## config.mk

```make
export PLATFORM = sky130hd
export DESIGN_NAME = pll_divider_search_core_flat
export DESIGN_NICKNAME = d
export VERILOG_FILES = /design/src/hw/rtl/pds_pkg.sv /design/src/hw/rtl/pds_if.sv /design/src/hw/rtl/pds_divider.sv /design/src/hw/rtl/pds_best.sv /design/src/hw/rtl/pll_divider_search_core.sv /design/src/flat_wrapper.sv
export SDC_FILE = /design/constraint.sdc
export NUM_CORES = 1
export LEC_CHECK = 0
export ABC_AREA = 1
export BUFFER_PORTS_ARGS = -buffer_cell sky130_fd_sc_hd__buf_4
export CORE_MARGIN = 2
export CORE_UTILIZATION = 60
export DETAILED_ROUTE_END_ITERATION = 10
export PLACE_DENSITY = 0.78
export SYNTH_ARGS = -nofsm -noshare
export SYNTH_HDL_FRONTEND = slang
export SYNTH_SLANG_ARGS = --single-unit
```

## constraint.sdc

```tcl
create_clock -name clk -period 14.1 [get_ports clk]
set_clock_uncertainty 0.1 [all_clocks]
set_input_delay 2.82 -clock clk [delete_from_list [all_inputs] [get_ports clk]]
set_output_delay 2.82 -clock clk [all_outputs]
set_load 0.01 [all_outputs]
```

## src/hw/rtl/pds_pkg.sv

```systemverilog
// Shared types and constants for the PLL divider search block.
`timescale 1ns / 1ps
package pds_pkg;

  localparam int TARGET_W   = 31;
  localparam int OSC_W      = 26;
  localparam int ERR_W      = 32;
  localparam int MULT_FW    = 7;
  localparam int PREDIV_FW  = 2;
  localparam int DIV_FW     = 7;
  localparam int DCLK_FW    = 8;

  localparam logic [OSC_W-1:0]     OSC_RESET       = 26'd24000000;
  localparam logic [ERR_W-1:0]     ERR_MAX         = 32'hffff_ffff;
  localparam logic [MULT_FW-1:0]   BEST_MULT_RST   = 7'd12;
  localparam logic [PREDIV_FW-1:0] BEST_PREDIV_RST = 2'd1;
  localparam logic [DIV_FW-1:0]    BEST_DIV_RST    = 7'd6;

  typedef enum logic [2:0] {
    ST_IDLE,
    ST_MUL,
    ST_DIVM_S,
    ST_DIVM_W,
    ST_DIVD_S,
    ST_DIVD_W,
    ST_CMP,
    ST_DONE
  } pds_state_t;

  // Status of the shared divider toward the sequencer.
  typedef struct packed {
    logic busy;
    logic done;
  } pds_div_stat_t;

  // Control of the running-best tracker.
  typedef struct packed {
    logic clear;
    logic cmp;
  } pds_trk_ctrl_t;

endpackage

```

## src/hw/rtl/pds_if.sv

```systemverilog
// Handshake channel interfaces for the request and the result.
`timescale 1ns / 1ps
interface pds_in_if import pds_pkg::*; ();
  logic                valid;
  logic                ready;
  logic [TARGET_W-1:0] target_hz;

  modport source (output valid, output target_hz, input ready);
  modport sink (input valid, input target_hz, output ready);
endinterface

interface pds_out_if import pds_pkg::*; ();
  logic                 valid;
  logic                 ready;
  logic [MULT_FW-1:0]   best_mult;
  logic [PREDIV_FW-1:0] best_prediv;
  logic [DIV_FW-1:0]    best_div;
  logic [ERR_W-1:0]     best_error;
  logic [DCLK_FW-1:0]   dclk_field;
  logic                 exact_hit;

  modport source (output valid, output best_mult, output best_prediv, output best_div,
                  output best_error, output dclk_field, output exact_hit, input ready);
  modport sink (input valid, input best_mult, input best_prediv, input best_div,
                input best_error, input dclk_field, input exact_hit, output ready);
endinterface

```

## src/hw/rtl/pds_divider.sv

```systemverilog
// Bit-serial restoring divider shared by the pre-divider and dot-clock steps.
`timescale 1ns / 1ps
module pds_divider import pds_pkg::*; #(
  parameter int NUM_W = 33,
  parameter int DEN_W = 7
) (
  input  logic             clk,
  input  logic             rst_n,
  input  logic             start,
  input  logic [NUM_W-1:0] dividend,
  input  logic [DEN_W-1:0] divisor,
  output pds_div_stat_t    stat,
  output logic [NUM_W-1:0] quotient
);

  localparam int CNT_W = $clog2(NUM_W + 1);

  logic [NUM_W-1:0] quo_r, quo_nxt;
  logic [DEN_W-1:0] rem_r, rem_nxt;
  logic [DEN_W-1:0] den_r;
  logic [CNT_W-1:0] cnt_r;
  logic             busy_r, done_r;
  logic [DEN_W:0]   trial;
  logic [DEN_W:0]   diff;
  logic             take;

  // One quotient bit per cycle: shift the next dividend bit into the remainder.
  always_comb begin
    trial   = {rem_r, quo_r[NUM_W-1]};
    diff    = trial - {1'b0, den_r};
    take    = (trial >= {1'b0, den_r});
    rem_nxt = take ? diff[DEN_W-1:0] : trial[DEN_W-1:0];
    quo_nxt = {quo_r[NUM_W-2:0], take};
  end

  always_ff @(posedge clk) begin
    if (!rst_n) begin
      busy_r <= 1'b0;
      done_r <= 1'b0;
      cnt_r  <= '0;
    end else begin
      done_r <= 1'b0;
      if (start) begin
        busy_r <= 1'b1;
        cnt_r  <= CNT_W'(NUM_W);
      end else if (busy_r) begin
        cnt_r <= cnt_r - 1'b1;
        if (cnt_r == CNT_W'(1)) begin
          busy_r <= 1'b0;
          done_r <= 1'b1;
        end
      end
    end
  end

  always_ff @(posedge clk) begin
    if (start) begin
      quo_r <= dividend;
      rem_r <= '0;
      den_r <= divisor;
    end else if (busy_r) begin
      quo_r <= quo_nxt;
      rem_r <= rem_nxt;
    end
  end

  assign stat.busy = busy_r;
  assign stat.done = done_r;
  assign quotient  = quo_r;

endmodule

```

## src/hw/rtl/pds_best.sv

```systemverilog
// Error calculation and running-best register for the candidate search.
`timescale 1ns / 1ps
module pds_best import pds_pkg::*; #(
  parameter int FREQ_W = 33
) (
  input  logic                 clk,
  input  logic                 rst_n,
  input  pds_trk_ctrl_t        ctrl,
  input  logic [FREQ_W-1:0]    freq,
  input  logic [ERR_W-1:0]     target2,
  input  logic [MULT_FW-1:0]   cand_mult,
  input  logic [PREDIV_FW-1:0] cand_prediv,
  input  logic [DIV_FW-1:0]    cand_div,
  output logic                 cand_zero,
  output logic [MULT_FW-1:0]   best_mult,
  output logic [PREDIV_FW-1:0] best_prediv,
  output logic [DIV_FW-1:0]    best_div,
  output logic [ERR_W-1:0]     lead_err,
  output logic                 hit
);

  localparam int DW = ((FREQ_W > ERR_W) ? FREQ_W : ERR_W) + 1;

  logic [DW-1:0]        fe, te, diff;
  logic [ERR_W-1:0]     err;
  logic                 better;
  logic [MULT_FW-1:0]   mult_r;
  logic [PREDIV_FW-1:0] prediv_r;
  logic [DIV_FW-1:0]    div_r;
  logic [ERR_W-1:0]     err_r;
  logic                 hit_r;

  always_comb begin
    fe     = DW'(freq);
    te     = DW'(target2);
    diff   = (fe > te) ? (fe - te) : (te - fe);
    // An error that does not fit in 32 bits saturates.
    err    = (|diff[DW-1:ERR_W]) ? ERR_MAX : diff[ERR_W-1:0];
    better = (err < err_r);
  end

  assign cand_zero = (err == '0);

  always_ff @(posedge clk) begin
    if (!rst_n) begin
      hit_r <= 1'b0;
    end else if (ctrl.clear) begin
      hit_r <= 1'b0;
    end else if (ctrl.cmp && better && cand_zero) begin
      hit_r <= 1'b1;
    end
  end

  always_ff @(posedge clk) begin
    if (ctrl.clear) begin
      err_r    <= ERR_MAX;
      mult_r   <= BEST_MULT_RST;
      prediv_r <= BEST_PREDIV_RST;
      div_r    <= BEST_DIV_RST;
    end else if (ctrl.cmp && better) begin
      err_r    <= err;
      mult_r   <= cand_mult;
      prediv_r <= cand_prediv;
      div_r    <= cand_div;
    end
  end

  assign best_mult   = mult_r;
  assign best_prediv = prediv_r;
  assign best_div    = div_r;
  assign lead_err    = err_r;
  assign hit         = hit_r;

endmodule

```

## src/hw/rtl/pll_divider_search_core.sv

```systemverilog
// Top level of the PLL multiplier, pre-divider and dot-clock divider search.
`timescale 1ns / 1ps
// A request carries a target pixel clock in hertz, which is doubled and then
// matched against every candidate floor(floor(osc_hz*n/m)/d), with n outermost
// and d innermost. The first candidate with the smallest absolute error wins,
// and the search ends early on an exact match. All divisions run through one
// bit-serial divider that needs one cycle per quotient bit (26 plus the
// multiplier width, 33 bits by default); each d needs one dot-clock divide,
// and each new n or m needs a pre-divide first. An exact hit ends a search
// before the full walk. The block takes no request while a search runs, but a
// new one may start while the previous result still waits on the output.
// osc_hz may be written only while the block is idle.
module pll_divider_search_core import pds_pkg::*; #(
  parameter int MULT_MIN     = 12,
  parameter int MULT_LIMIT   = 100,
  parameter int PREDIV_LIMIT = 3,
  parameter int DIV_MIN      = 6,
  parameter int DIV_LIMIT    = 128
) (
  input  logic             clk,
  input  logic             rst_n,
  input  logic             cfg_we,
  input  logic [OSC_W-1:0] cfg_wdata,
  pds_in_if.sink           in_if,
  pds_out_if.source        out_if
);

  localparam int MULT_W   = $clog2(MULT_LIMIT);
  localparam int PREDIV_W = $clog2(PREDIV_LIMIT);
  localparam int DIV_W    = $clog2(DIV_LIMIT);
  localparam int DEN_W    = (DIV_W > PREDIV_W) ? DIV_W : PREDIV_W;
  localparam int PROD_W   = OSC_W + MULT_W;
  localparam bit EMPTY    = (MULT_MIN >= MULT_LIMIT) || (DIV_MIN >= DIV_LIMIT);

  pds_state_t state_r, state_nxt;

  logic [OSC_W-1:0]    osc_r;
  logic [ERR_W-1:0]    target2_r;
  logic [MULT_W-1:0]   n_r;
  logic [PREDIV_W-1:0] m_r;
  logic [DIV_W-1:0]    d_r;
  logic [PROD_W-1:0]   prod_r;
  logic [PROD_W-1:0]   vco_r;

  logic                in_xfer;
  logic                n_last, m_last, d_last;
  logic                out_free;

  logic                div_start;
  logic                div_sel_d;
  logic [PROD_W-1:0]   div_dividend;
  logic [DEN_W-1:0]    div_divisor;
  pds_div_stat_t       div_stat;
  logic [PROD_W-1:0]   div_quot;

  pds_trk_ctrl_t        trk_ctrl;
  logic                 cand_zero;
  logic [MULT_FW-1:0]   best_mult;
  logic [PREDIV_FW-1:0] best_prediv;
  logic [DIV_FW-1:0]    best_div;
  logic [ERR_W-1:0]     lead_err;
  logic                 best_hit;

  logic                 out_valid_r;
  logic [MULT_FW-1:0]   out_mult_r;
  logic [PREDIV_FW-1:0] out_prediv_r;
  logic [DIV_FW-1:0]    out_div_r;
  logic [ERR_W-1:0]     out_err_r;
  logic                 out_hit_r;

  assign in_if.ready = (state_r == ST_IDLE);
  assign in_xfer     = in_if.valid && in_if.ready;
  assign n_last      = (n_r == MULT_W'(MULT_LIMIT - 1));
  assign m_last      = (m_r == PREDIV_W'(PREDIV_LIMIT - 1));
  assign d_last      = (d_r == DIV_W'(DIV_LIMIT - 1));
  assign out_free    = !out_valid_r || out_if.ready;

  // Next state.
  always_comb begin
    state_nxt = state_r;
    unique case (state_r)
      ST_IDLE: begin
        if (in_xfer) state_nxt = EMPTY ? ST_DONE : ST_MUL;
      end
      ST_MUL:    state_nxt = ST_DIVM_S;
      ST_DIVM_S: state_nxt = ST_DIVM_W;
      ST_DIVM_W: begin
        if (div_stat.done) state_nxt = ST_DIVD_S;
      end
      ST_DIVD_S: state_nxt = ST_DIVD_W;
      ST_DIVD_W: begin
        if (div_stat.done) state_nxt = ST_CMP;
      end
      ST_CMP: begin
        priority if (cand_zero) state_nxt = ST_DONE;
        else if (!d_last)       state_nxt = ST_DIVD_S;
        else if (!m_last)       state_nxt = ST_DIVM_S;
        else if (!n_last)       state_nxt = ST_MUL;
        else                    state_nxt = ST_DONE;
      end
      ST_DONE: begin
        if (out_free) state_nxt = ST_IDLE;
      end
      default: state_nxt = ST_IDLE;
    endcase
  end

  // Sequencer outputs.
  always_comb begin
    div_start      = 1'b0;
    div_sel_d      = 1'b0;
    trk_ctrl.clear = 1'b0;
    trk_ctrl.cmp   = 1'b0;
    unique case (state_r)
      ST_IDLE:   trk_ctrl.clear = in_xfer;
      ST_DIVM_S: div_start = 1'b1;
      ST_DIVD_S: begin
        div_start = 1'b1;
        div_sel_d = 1'b1;
      end
      ST_CMP:    trk_ctrl.cmp = 1'b1;
      default: begin
      end
    endcase
  end

  assign div_dividend = div_sel_d ? vco_r : prod_r;
  assign div_divisor  = div_sel_d ? DEN_W'(d_r) : DEN_W'(m_r);

  always_ff @(posedge clk) begin
    if (!rst_n) begin
      state_r <= ST_IDLE;
      osc_r   <= OSC_RESET;
    end else begin
      state_r <= state_nxt;
      if (cfg_we) osc_r <= cfg_wdata;
    end
  end

  // Loop counters and datapath registers.
  always_ff @(posedge clk) begin
    if (in_xfer) begin
      target2_r <= {in_if.target_hz, 1'b0};
      n_r       <= MULT_W'(MULT_MIN);
      m_r       <= PREDIV_W'(1);
    end
    if (state_r == ST_MUL) begin
      prod_r <= PROD_W'(osc_r) * PROD_W'(n_r);
    end
    if (state_r == ST_DIVM_W && div_stat.done) begin
      vco_r <= div_quot;
      d_r   <= DIV_W'(DIV_MIN);
    end
    if (state_r == ST_CMP && !cand_zero) begin
      if (!d_last) begin
        d_r <= d_r + 1'b1;
      end else if (!m_last) begin
        m_r <= m_r + 1'b1;
      end else if (!n_last) begin
        n_r <= n_r + 1'b1;
        m_r <= PREDIV_W'(1);
      end
    end
  end

  pds_divider #(
    .NUM_W (PROD_W),
    .DEN_W (DEN_W)
  ) u_div (
    .clk      (clk),
    .rst_n    (rst_n),
    .start    (div_start),
    .dividend (div_dividend),
    .divisor  (div_divisor),
    .stat     (div_stat),
    .quotient (div_quot)
  );

  pds_best #(
    .FREQ_W (PROD_W)
  ) u_best (
    .clk         (clk),
    .rst_n       (rst_n),
    .ctrl        (trk_ctrl),
    .freq        (div_quot),
    .target2     (target2_r),
    .cand_mult   (MULT_FW'(n_r)),
    .cand_prediv (PREDIV_FW'(m_r)),
    .cand_div    (DIV_FW'(d_r)),
    .cand_zero   (cand_zero),
    .best_mult   (best_mult),
    .best_prediv (best_prediv),
    .best_div    (best_div),
    .lead_err    (lead_err),
    .hit         (best_hit)
  );

  // Result register: holds one finished result while the next search runs.
  always_ff @(posedge clk) begin
    if (!rst_n) begin
      out_valid_r <= 1'b0;
    end else if (state_r == ST_DONE && out_free) begin
      out_valid_r <= 1'b1;
    end else if (out_if.ready) begin
      out_valid_r <= 1'b0;
    end
  end

  always_ff @(posedge clk) begin
    if (state_r == ST_DONE && out_free) begin
      out_mult_r   <= best_mult;
      out_prediv_r <= best_prediv;
      out_div_r    <= best_div;
      out_err_r    <= lead_err;
      out_hit_r    <= best_hit;
    end
  end

  assign out_if.valid       = out_valid_r;
  assign out_if.best_mult   = out_mult_r;
  assign out_if.best_prediv = out_prediv_r;
  assign out_if.best_div    = out_div_r;
  assign out_if.best_error  = out_err_r;
  assign out_if.dclk_field  = {out_div_r, 1'b0};
  assign out_if.exact_hit   = out_hit_r;

endmodule

```

## src/flat_wrapper.sv

```systemverilog
// flat-port wrapper written by rule: the top's interface ports become plain ports
module pll_divider_search_core_flat import pds_pkg::*;
#(
  parameter int MULT_MIN     = 12,
  parameter int MULT_LIMIT   = 100,
  parameter int PREDIV_LIMIT = 3,
  parameter int DIV_MIN      = 6,
  parameter int DIV_LIMIT    = 128
)
  (clk, rst_n, cfg_we, cfg_wdata, in_if_valid, in_if_target_hz, in_if_ready, out_if_valid, out_if_best_mult, out_if_best_prediv, out_if_best_div, out_if_best_error, out_if_dclk_field, out_if_exact_hit, out_if_ready);
  pds_in_if in_if_i ();
  pds_out_if out_if_i ();
  input  logic clk;
  input  logic rst_n;
  input  logic cfg_we;
  input  logic [OSC_W-1:0] cfg_wdata;
  input wire logic [$bits(in_if_i.valid)-1:0] in_if_valid;
  input wire logic [$bits(in_if_i.target_hz)-1:0] in_if_target_hz;
  output wire logic [$bits(in_if_i.ready)-1:0] in_if_ready;
  output wire logic [$bits(out_if_i.valid)-1:0] out_if_valid;
  output wire logic [$bits(out_if_i.best_mult)-1:0] out_if_best_mult;
  output wire logic [$bits(out_if_i.best_prediv)-1:0] out_if_best_prediv;
  output wire logic [$bits(out_if_i.best_div)-1:0] out_if_best_div;
  output wire logic [$bits(out_if_i.best_error)-1:0] out_if_best_error;
  output wire logic [$bits(out_if_i.dclk_field)-1:0] out_if_dclk_field;
  output wire logic [$bits(out_if_i.exact_hit)-1:0] out_if_exact_hit;
  input wire logic [$bits(out_if_i.ready)-1:0] out_if_ready;
  assign in_if_i.valid = in_if_valid;
  assign in_if_i.target_hz = in_if_target_hz;
  assign in_if_ready = in_if_i.ready;
  assign out_if_valid = out_if_i.valid;
  assign out_if_best_mult = out_if_i.best_mult;
  assign out_if_best_prediv = out_if_i.best_prediv;
  assign out_if_best_div = out_if_i.best_div;
  assign out_if_best_error = out_if_i.best_error;
  assign out_if_dclk_field = out_if_i.dclk_field;
  assign out_if_exact_hit = out_if_i.exact_hit;
  assign out_if_i.ready = out_if_ready;
  pll_divider_search_core #(.MULT_MIN(MULT_MIN), .MULT_LIMIT(MULT_LIMIT), .PREDIV_LIMIT(PREDIV_LIMIT), .DIV_MIN(DIV_MIN), .DIV_LIMIT(DIV_LIMIT)) u_core (.clk(clk), .rst_n(rst_n), .cfg_we(cfg_we), .cfg_wdata(cfg_wdata), .in_if(in_if_i), .out_if(out_if_i));
endmodule
```

After elaboration in Yosys (flattened, before gate mapping)
Index checks and enable logic that the tools add are counted.

Bits in registers: 296. Latch bits: 0. Bits in writable memories: 0. ROM bits: 0. Output and inout port bits: 59. Word-level logic and storage cells: 115. Memories kept: 0.

$add $sub $neg: 7. Multipliers: 1. Div/mod/pow operators: 0. $lt $le $gt $ge: 3. Equal/unequal tests: 15. Shift operators: 0. Mux-type cells: 41. Bitwise gates (word level): 2. Reductions and logical operators: 19.

Operators by type and width (number): $mux 33 (3); $mux 7 (9); $mux 34 (1); $sub 32x33->34 (1); $sub 33x32->34 (1); $gt 33x32->1 (1); $mul 26x7->33 (1); $logic_not 32->1 (1); $lt 32x32->1 (1); $mux 32 (1); $mux 3 (8); $pmux 3 s8 (1); $add 7x1->7 const B (2); $eq 7x7->1 const B (2); $eq 3x3->1 const B (4); $mux 2 (6); $mux 6 (2); $mux 1 (10); $ge 8x7->1 (1); $reduce_or 2->1 (4); $sub 7x7->7 (1); $eq 3x2->1 const B (2); $eq 6x1->1 const B (1); $logic_and 1x1->1 (6); other kinds (13) (18).

Depth between registers and ports, before layout
Depth in word-level cells: 8. Gate-level depth with buffers: 35. Mapped depth without buffers: 32.

Cells and area by module
From an unflattened synthesis, not the netlist that was laid out.

Cell total of the unflattened synthesis: 3207. Area, all modules: 23897.9 um^2.

By module, submodules not included: pll_divider_search_core (instances 1, cells an instance 1550, area an instance 13506.7 um^2); pds_best (instances 1, cells an instance 1339, area an instance 7656.1 um^2); pds_divider (instances 1, cells an instance 318, area an instance 2735.1 um^2).

Worst setup path after synthesis
Ideal clock, no wire load.

Path kind: input-to-reg. From: input port out_if_ready. To: register u_core.out_div_r[0], in the netlist u_core.out_if.best_div[0] (enable). Data arrival time: 6.212 ns. Required time: 13.484 ns. Setup slack: 7.272 ns. Cell stages on the path: 2. Buffers on the path: 0. Cells stage by stage: nor2_1 -> nor3_1.

Word-level cells in the longest chain between the ends: 2.

Ends and longest elaborated chain: from (decl) (line flat_wrapper.sv:27) `input wire logic [$bits(out_if_i.ready)-1:0] out_if_ready;`; $logic_or 1x1->1 (line pll_divider_search_core.sv:76) `assign out_free = !out_valid_r || out_if.ready;`; $logic_and 1x1->1 (line pll_divider_search_core.sv:210) `if (state_r == ST_DONE && out_free) begin`; to (signal assigned) (line pll_divider_search_core.sv:213) `out_div_r <= best_div;`; to (decl) (line pll_divider_search_core.sv:67) `logic [DIV_FW-1:0] out_div_r;`.

Every way passes these cells. A chain may end at the register's enable or synchronous reset.

Worst setup path after layout
From: register u_core.n_r[5]. To: register u_core.prod_r[31] (data pin).

Word-level cells in the longest chain between the ends: 1.

Ends and longest elaborated chain: from (decl) (line pll_divider_search_core.sv:39) `logic [MULT_W-1:0] n_r;`; from (signal assigned) (line pll_divider_search_core.sv:144) `n_r <= MULT_W'(MULT_MIN);`; from (signal assigned) (line pll_divider_search_core.sv:160) `n_r <= n_r + 1'b1;`; $mul 26x7->33 (line pll_divider_search_core.sv:148) `prod_r <= PROD_W'(osc_r) * PROD_W'(n_r);`; to (signal assigned) (line pll_divider_search_core.sv:148); to (decl) (line pll_divider_search_core.sv:42) `logic [PROD_W-1:0] prod_r;`.

Every way passes these cells.

==> impl_metrics.toml <==
[clock_tree]
cts_buffers = 34
post-cts-setup-buffers = 0
clock_tree.root_cell = "sky130_fd_sc_hd__clkbuf_16"
cts-htree-levels = 2
max-clock-path-buffers = 3
post_cts.resized_instances = 0
cts.hold.buffers_added = 0
clk_transition_reported_paths_ns = 0.06
clock_insertion_delay_at_the_later_pin_of_the_skew_report_ns = 0.57
numClockSinks = 296
cts_tree = "yes"

[finish]
n_fill_cell = 3034
nNetsFinal = 3185
share_of_layout_cells_above_drive_strength_1 = 0.0783
area_growth_pct = 9.40
final_common_cell = "sky130_fd_sc_hd__nand2_1"
diodes = 0
layout.cells.most_common_list = "sky130_fd_sc_hd__nand2_1, sky130_fd_sc_hd__inv_1, sky130_fd_sc_hd__nor2_1, sky130_fd_sc_hd__edfxtp_1, sky130_fd_sc_hd__a21oi_1"
layout.cells.non_filler = 3341

[drt]
antenna_violating_nets_post_route = 0
routed_wirelength_mm = 59.8
wl_met1_mm = 25.7
drc = 0
routed-wl-met3_mm = 3.87
via_total_after_detailed_routing = 18600
via_per_inst = 5.58
initialDrtViolationCount = 1278
met2_wirelength_mm = 28.1
wl_per_cell_um = 17.9
highest_layer = "met5"
drtPass1Iterations = 8

[power]
power_leakage_nw = 12.1
share_clk_of_total_power = 0.178
combinational_group_share_of_total_power = 0.566
final_power_mw = 5.08
powerDensity_nw_per_um2 = 209
max-vdd-ir-drop_v = 0.000176
net-switching-power_mw = 2.51
cell_internal_pwr_mw = 2.57
seq_power_share = 0.256
p_sw_frac = 0.495

[floorplanning]
number_of_i_o_pins = 121
core_um2 = 36500
placement_rows = 70
die_area_um2 = 38600
die_x_um = 197
start_util = 0.609
fp.dieH_um = 197

[grt]
global_route.usage.total = 0.313
grt_start_max_net_pins = 70
grt_antenna_before_repair = 1
grt_remaining_overflow = 0
first_global_vias = 18200
grt_pass1_wl_mm = 95.1

[placement]
post-place-cells = 3279
hpwlAfterDp_mm = 45.4
routabilityCongestion = 0.949
port_buffers = 119

[sta]
hold_viol = 0
worst_slew_pin_slew_ns = 1.39
total_of_endpoints_with_negative_setup_slack_in_the_final_report = 0
unrepaired_setup_endpoints_after_global_routing = "no"
finalCritPeriodShare = 0.481
final_critical_path_time_including_i_o_delays_and_setup_ns = 6.79
fmax_ghz = 0.147
timing.slew.headroom = 0.0739
fin_setup_tns_ns = 0
timing.final.max_slew_violations = 0

[synthesis]
synth_enable_flop_cells = 186
postSynth.asyncResetShare = 0
synth.ff_latch_count = 296
synth_fp_nets = 3151
mappedNetlistArea_um2 = 22200
postSynth.topFlopCell = "sky130_fd_sc_hd__edfxtp_1"
synth.yosys.warnings = 0
avgSynthCellArea_um2 = 7.91
synthDistinctLibCells = 54
synth_seq_area_share = 0.350
postSynthCellCount = 2813

[setup_path]
crit_path_end_kind = "flip-flop"
kind_of_start_point_of_the_critical_path = "flip-flop"
worstPathArrival_ns = 6.98
required_worst_endpoint_ns = 14.29
top_fanout_value_on_the_critical_path = 31
timing_worst_setup_path_type = "reg -> reg"

[status]
status = "finished clean"

[job]
maxCapViolations = 0

[min_path]
hold_path_class = "reg -> reg"
layout make-up:
class | instances | area (µm²) | area share
Sequential cell | 296 | 7790 | 0.320
Multi-Input combinational cell | 1917 | 12100 | 0.497
Clock buffer | 40 | 915 | 0.0376
Tap cell | 468 | 586 | 0.0241
Inverter | 468 | 1760 | 0.0722
Timing Repair Buffer | 130 | 976 | 0.0401
Clock inverter | 22 | 210 | 0.00864
sequential cells by signal, indices dropped and copies added (netlist names), 2 cells and up:
name / count
u_core.prod_r: 33
u_core.u_div.quotient: 33
u_core.vco_r: 33
u_core.out_if.best_error: 32
u_core.u_best.lead_err: 32
u_core.target2_r: 31
u_core.osc_r: 26
u_core.d_r: 7
u_core.n_r: 7
u_core.out_if.best_div: 7
u_core.out_if.best_mult: 7
u_core.u_best.best_div: 7
u_core.u_best.best_mult: 7
u_core.u_div.den_r: 7
u_core.u_div.rem_r: 7
u_core.u_div.cnt_r: 6
u_core.state_r: 3
u_core.m_r: 2
u_core.out_if.best_prediv: 2
u_core.u_best.best_prediv: 2
metal layers:
layer	GRT usage	vias up
met5	0	-
met4	0.114	2
met3	0.0517	148
met2	0.526	676
met1	0.408	8829
li1	-	8979
power groups by stage:
stage	Combinational (mW)	Clock, mW	Sequential, mW
floorplan	2.01	0	1.27
global placement	2.78	0	1.30
detailed placement	2.80	0	1.32
CTS	2.83	0.913	1.30
global route	3.17	0.943	1.32
finish	2.88	0.904	1.30
cells in the mapped netlist, types with 6 or more instances:
library cell	n	area, µm²
sky130_fd_sc_hd__o21bai_1	20	150
sky130_fd_sc_hd__buf_4	14	105
sky130_fd_sc_hd__clkbuf_1	70	263
sky130_fd_sc_hd__xor2_1	72	631
sky130_fd_sc_hd__o22ai_1	7	43.8
sky130_fd_sc_hd__o21ai_0	85	425
sky130_fd_sc_hd__buf_2	12	60.1
sky130_fd_sc_hd__nor3_1	18	90.1
sky130_fd_sc_hd__buf_6	6	67.6
sky130_fd_sc_hd__or2_1	6	37.5
sky130_fd_sc_hd__xnor2_1	12	105
sky130_fd_sc_hd__fa_1	122	2440
sky130_fd_sc_hd__buf_1	6	22.5
sky130_fd_sc_hd__nand2_1	750	2820
sky130_fd_sc_hd__a21oi_1	177	886
sky130_fd_sc_hd__edfxtp_1	186	5590
sky130_fd_sc_hd__a22oi_1	32	240
sky130_fd_sc_hd__a31oi_1	9	56.3
sky130_fd_sc_hd__nand3_1	151	756
sky130_fd_sc_hd__nor2_1	203	762
sky130_fd_sc_hd__inv_1	460	1730
sky130_fd_sc_hd__clkbuf_2	24	120
sky130_fd_sc_hd__nand4_1	16	100
sky130_fd_sc_hd__nand2_2	10	62.6
sky130_fd_sc_hd__o21ai_1	15	75.1
sky130_fd_sc_hd__inv_2	6	22.5
sky130_fd_sc_hd__ha_1	154	1930
sky130_fd_sc_hd__dfxtp_1	110	2200
critical path, stage by stage (launching register included):
cell                       delay, ns
sky130_fd_sc_hd__dfxtp_1        1.20
sky130_fd_sc_hd__nand2_1        0.19
sky130_fd_sc_hd__fa_1           0.54
sky130_fd_sc_hd__fa_1           0.52
sky130_fd_sc_hd__fa_1           0.54
sky130_fd_sc_hd__inv_1          0.05
sky130_fd_sc_hd__fa_1           0.47
sky130_fd_sc_hd__ha_1           0.36
sky130_fd_sc_hd__a21oi_1        0.08
sky130_fd_sc_hd__a21boi_0       0.15
sky130_fd_sc_hd__o21ai_0        0.32
sky130_fd_sc_hd__a31oi_1        0.20
sky130_fd_sc_hd__o21ai_0        0.39
sky130_fd_sc_hd__a21boi_0       0.25
sky130_fd_sc_hd__o21bai_1       0.27
sky130_fd_sc_hd__a21oi_1        0.16
sky130_fd_sc_hd__o21ai_0        0.40
sky130_fd_sc_hd__a21oi_1        0.15
sky130_fd_sc_hd__xor2_1         0.17
cells by family after synthesis:
kind of cell,synth area share
XOR/XNOR,0.0331
AO/OA/AOI/OAI,0.0958
other,0.000169
flip-flops,0.350
AND/OR/NAND/NOR,0.217
adder cells (fa/ha/maj),0.196
buffers and inverters,0.108
stage by stage:
stage          hold WS (ns)  area, µm²  setup WS, ns  utilization
6_report              0.331      24300          7.31        0.666
5_1_grt               0.348      24300          6.86        0.666
4_1_cts               0.334      24300          7.34        0.666
3_5_place_dp          0.317      23200          7.36        0.635
3_3_place_gp          0.319      23200          7.43        0.635
2_1_floorplan         0.308      22200          7.27            -
path summary, 6_finish.rpt:
path	startpoint	end	slack [ns]	depth (start not counted)
worst max-delay path	u_core.n_r[5]	u_core.prod_r[31]	7.31	18
worst min-delay path	u_core.u_best.best_div[3]	u_core.out_if.best_div[3]	0.33	0
worst max register to register	u_core.n_r[5]	u_core.prod_r[31]	7.31	18
worst min register to register	u_core.u_best.best_div[3]	u_core.out_if.best_div[3]	0.33	0
Note: power is estimated with default switching activity, not from simulation.
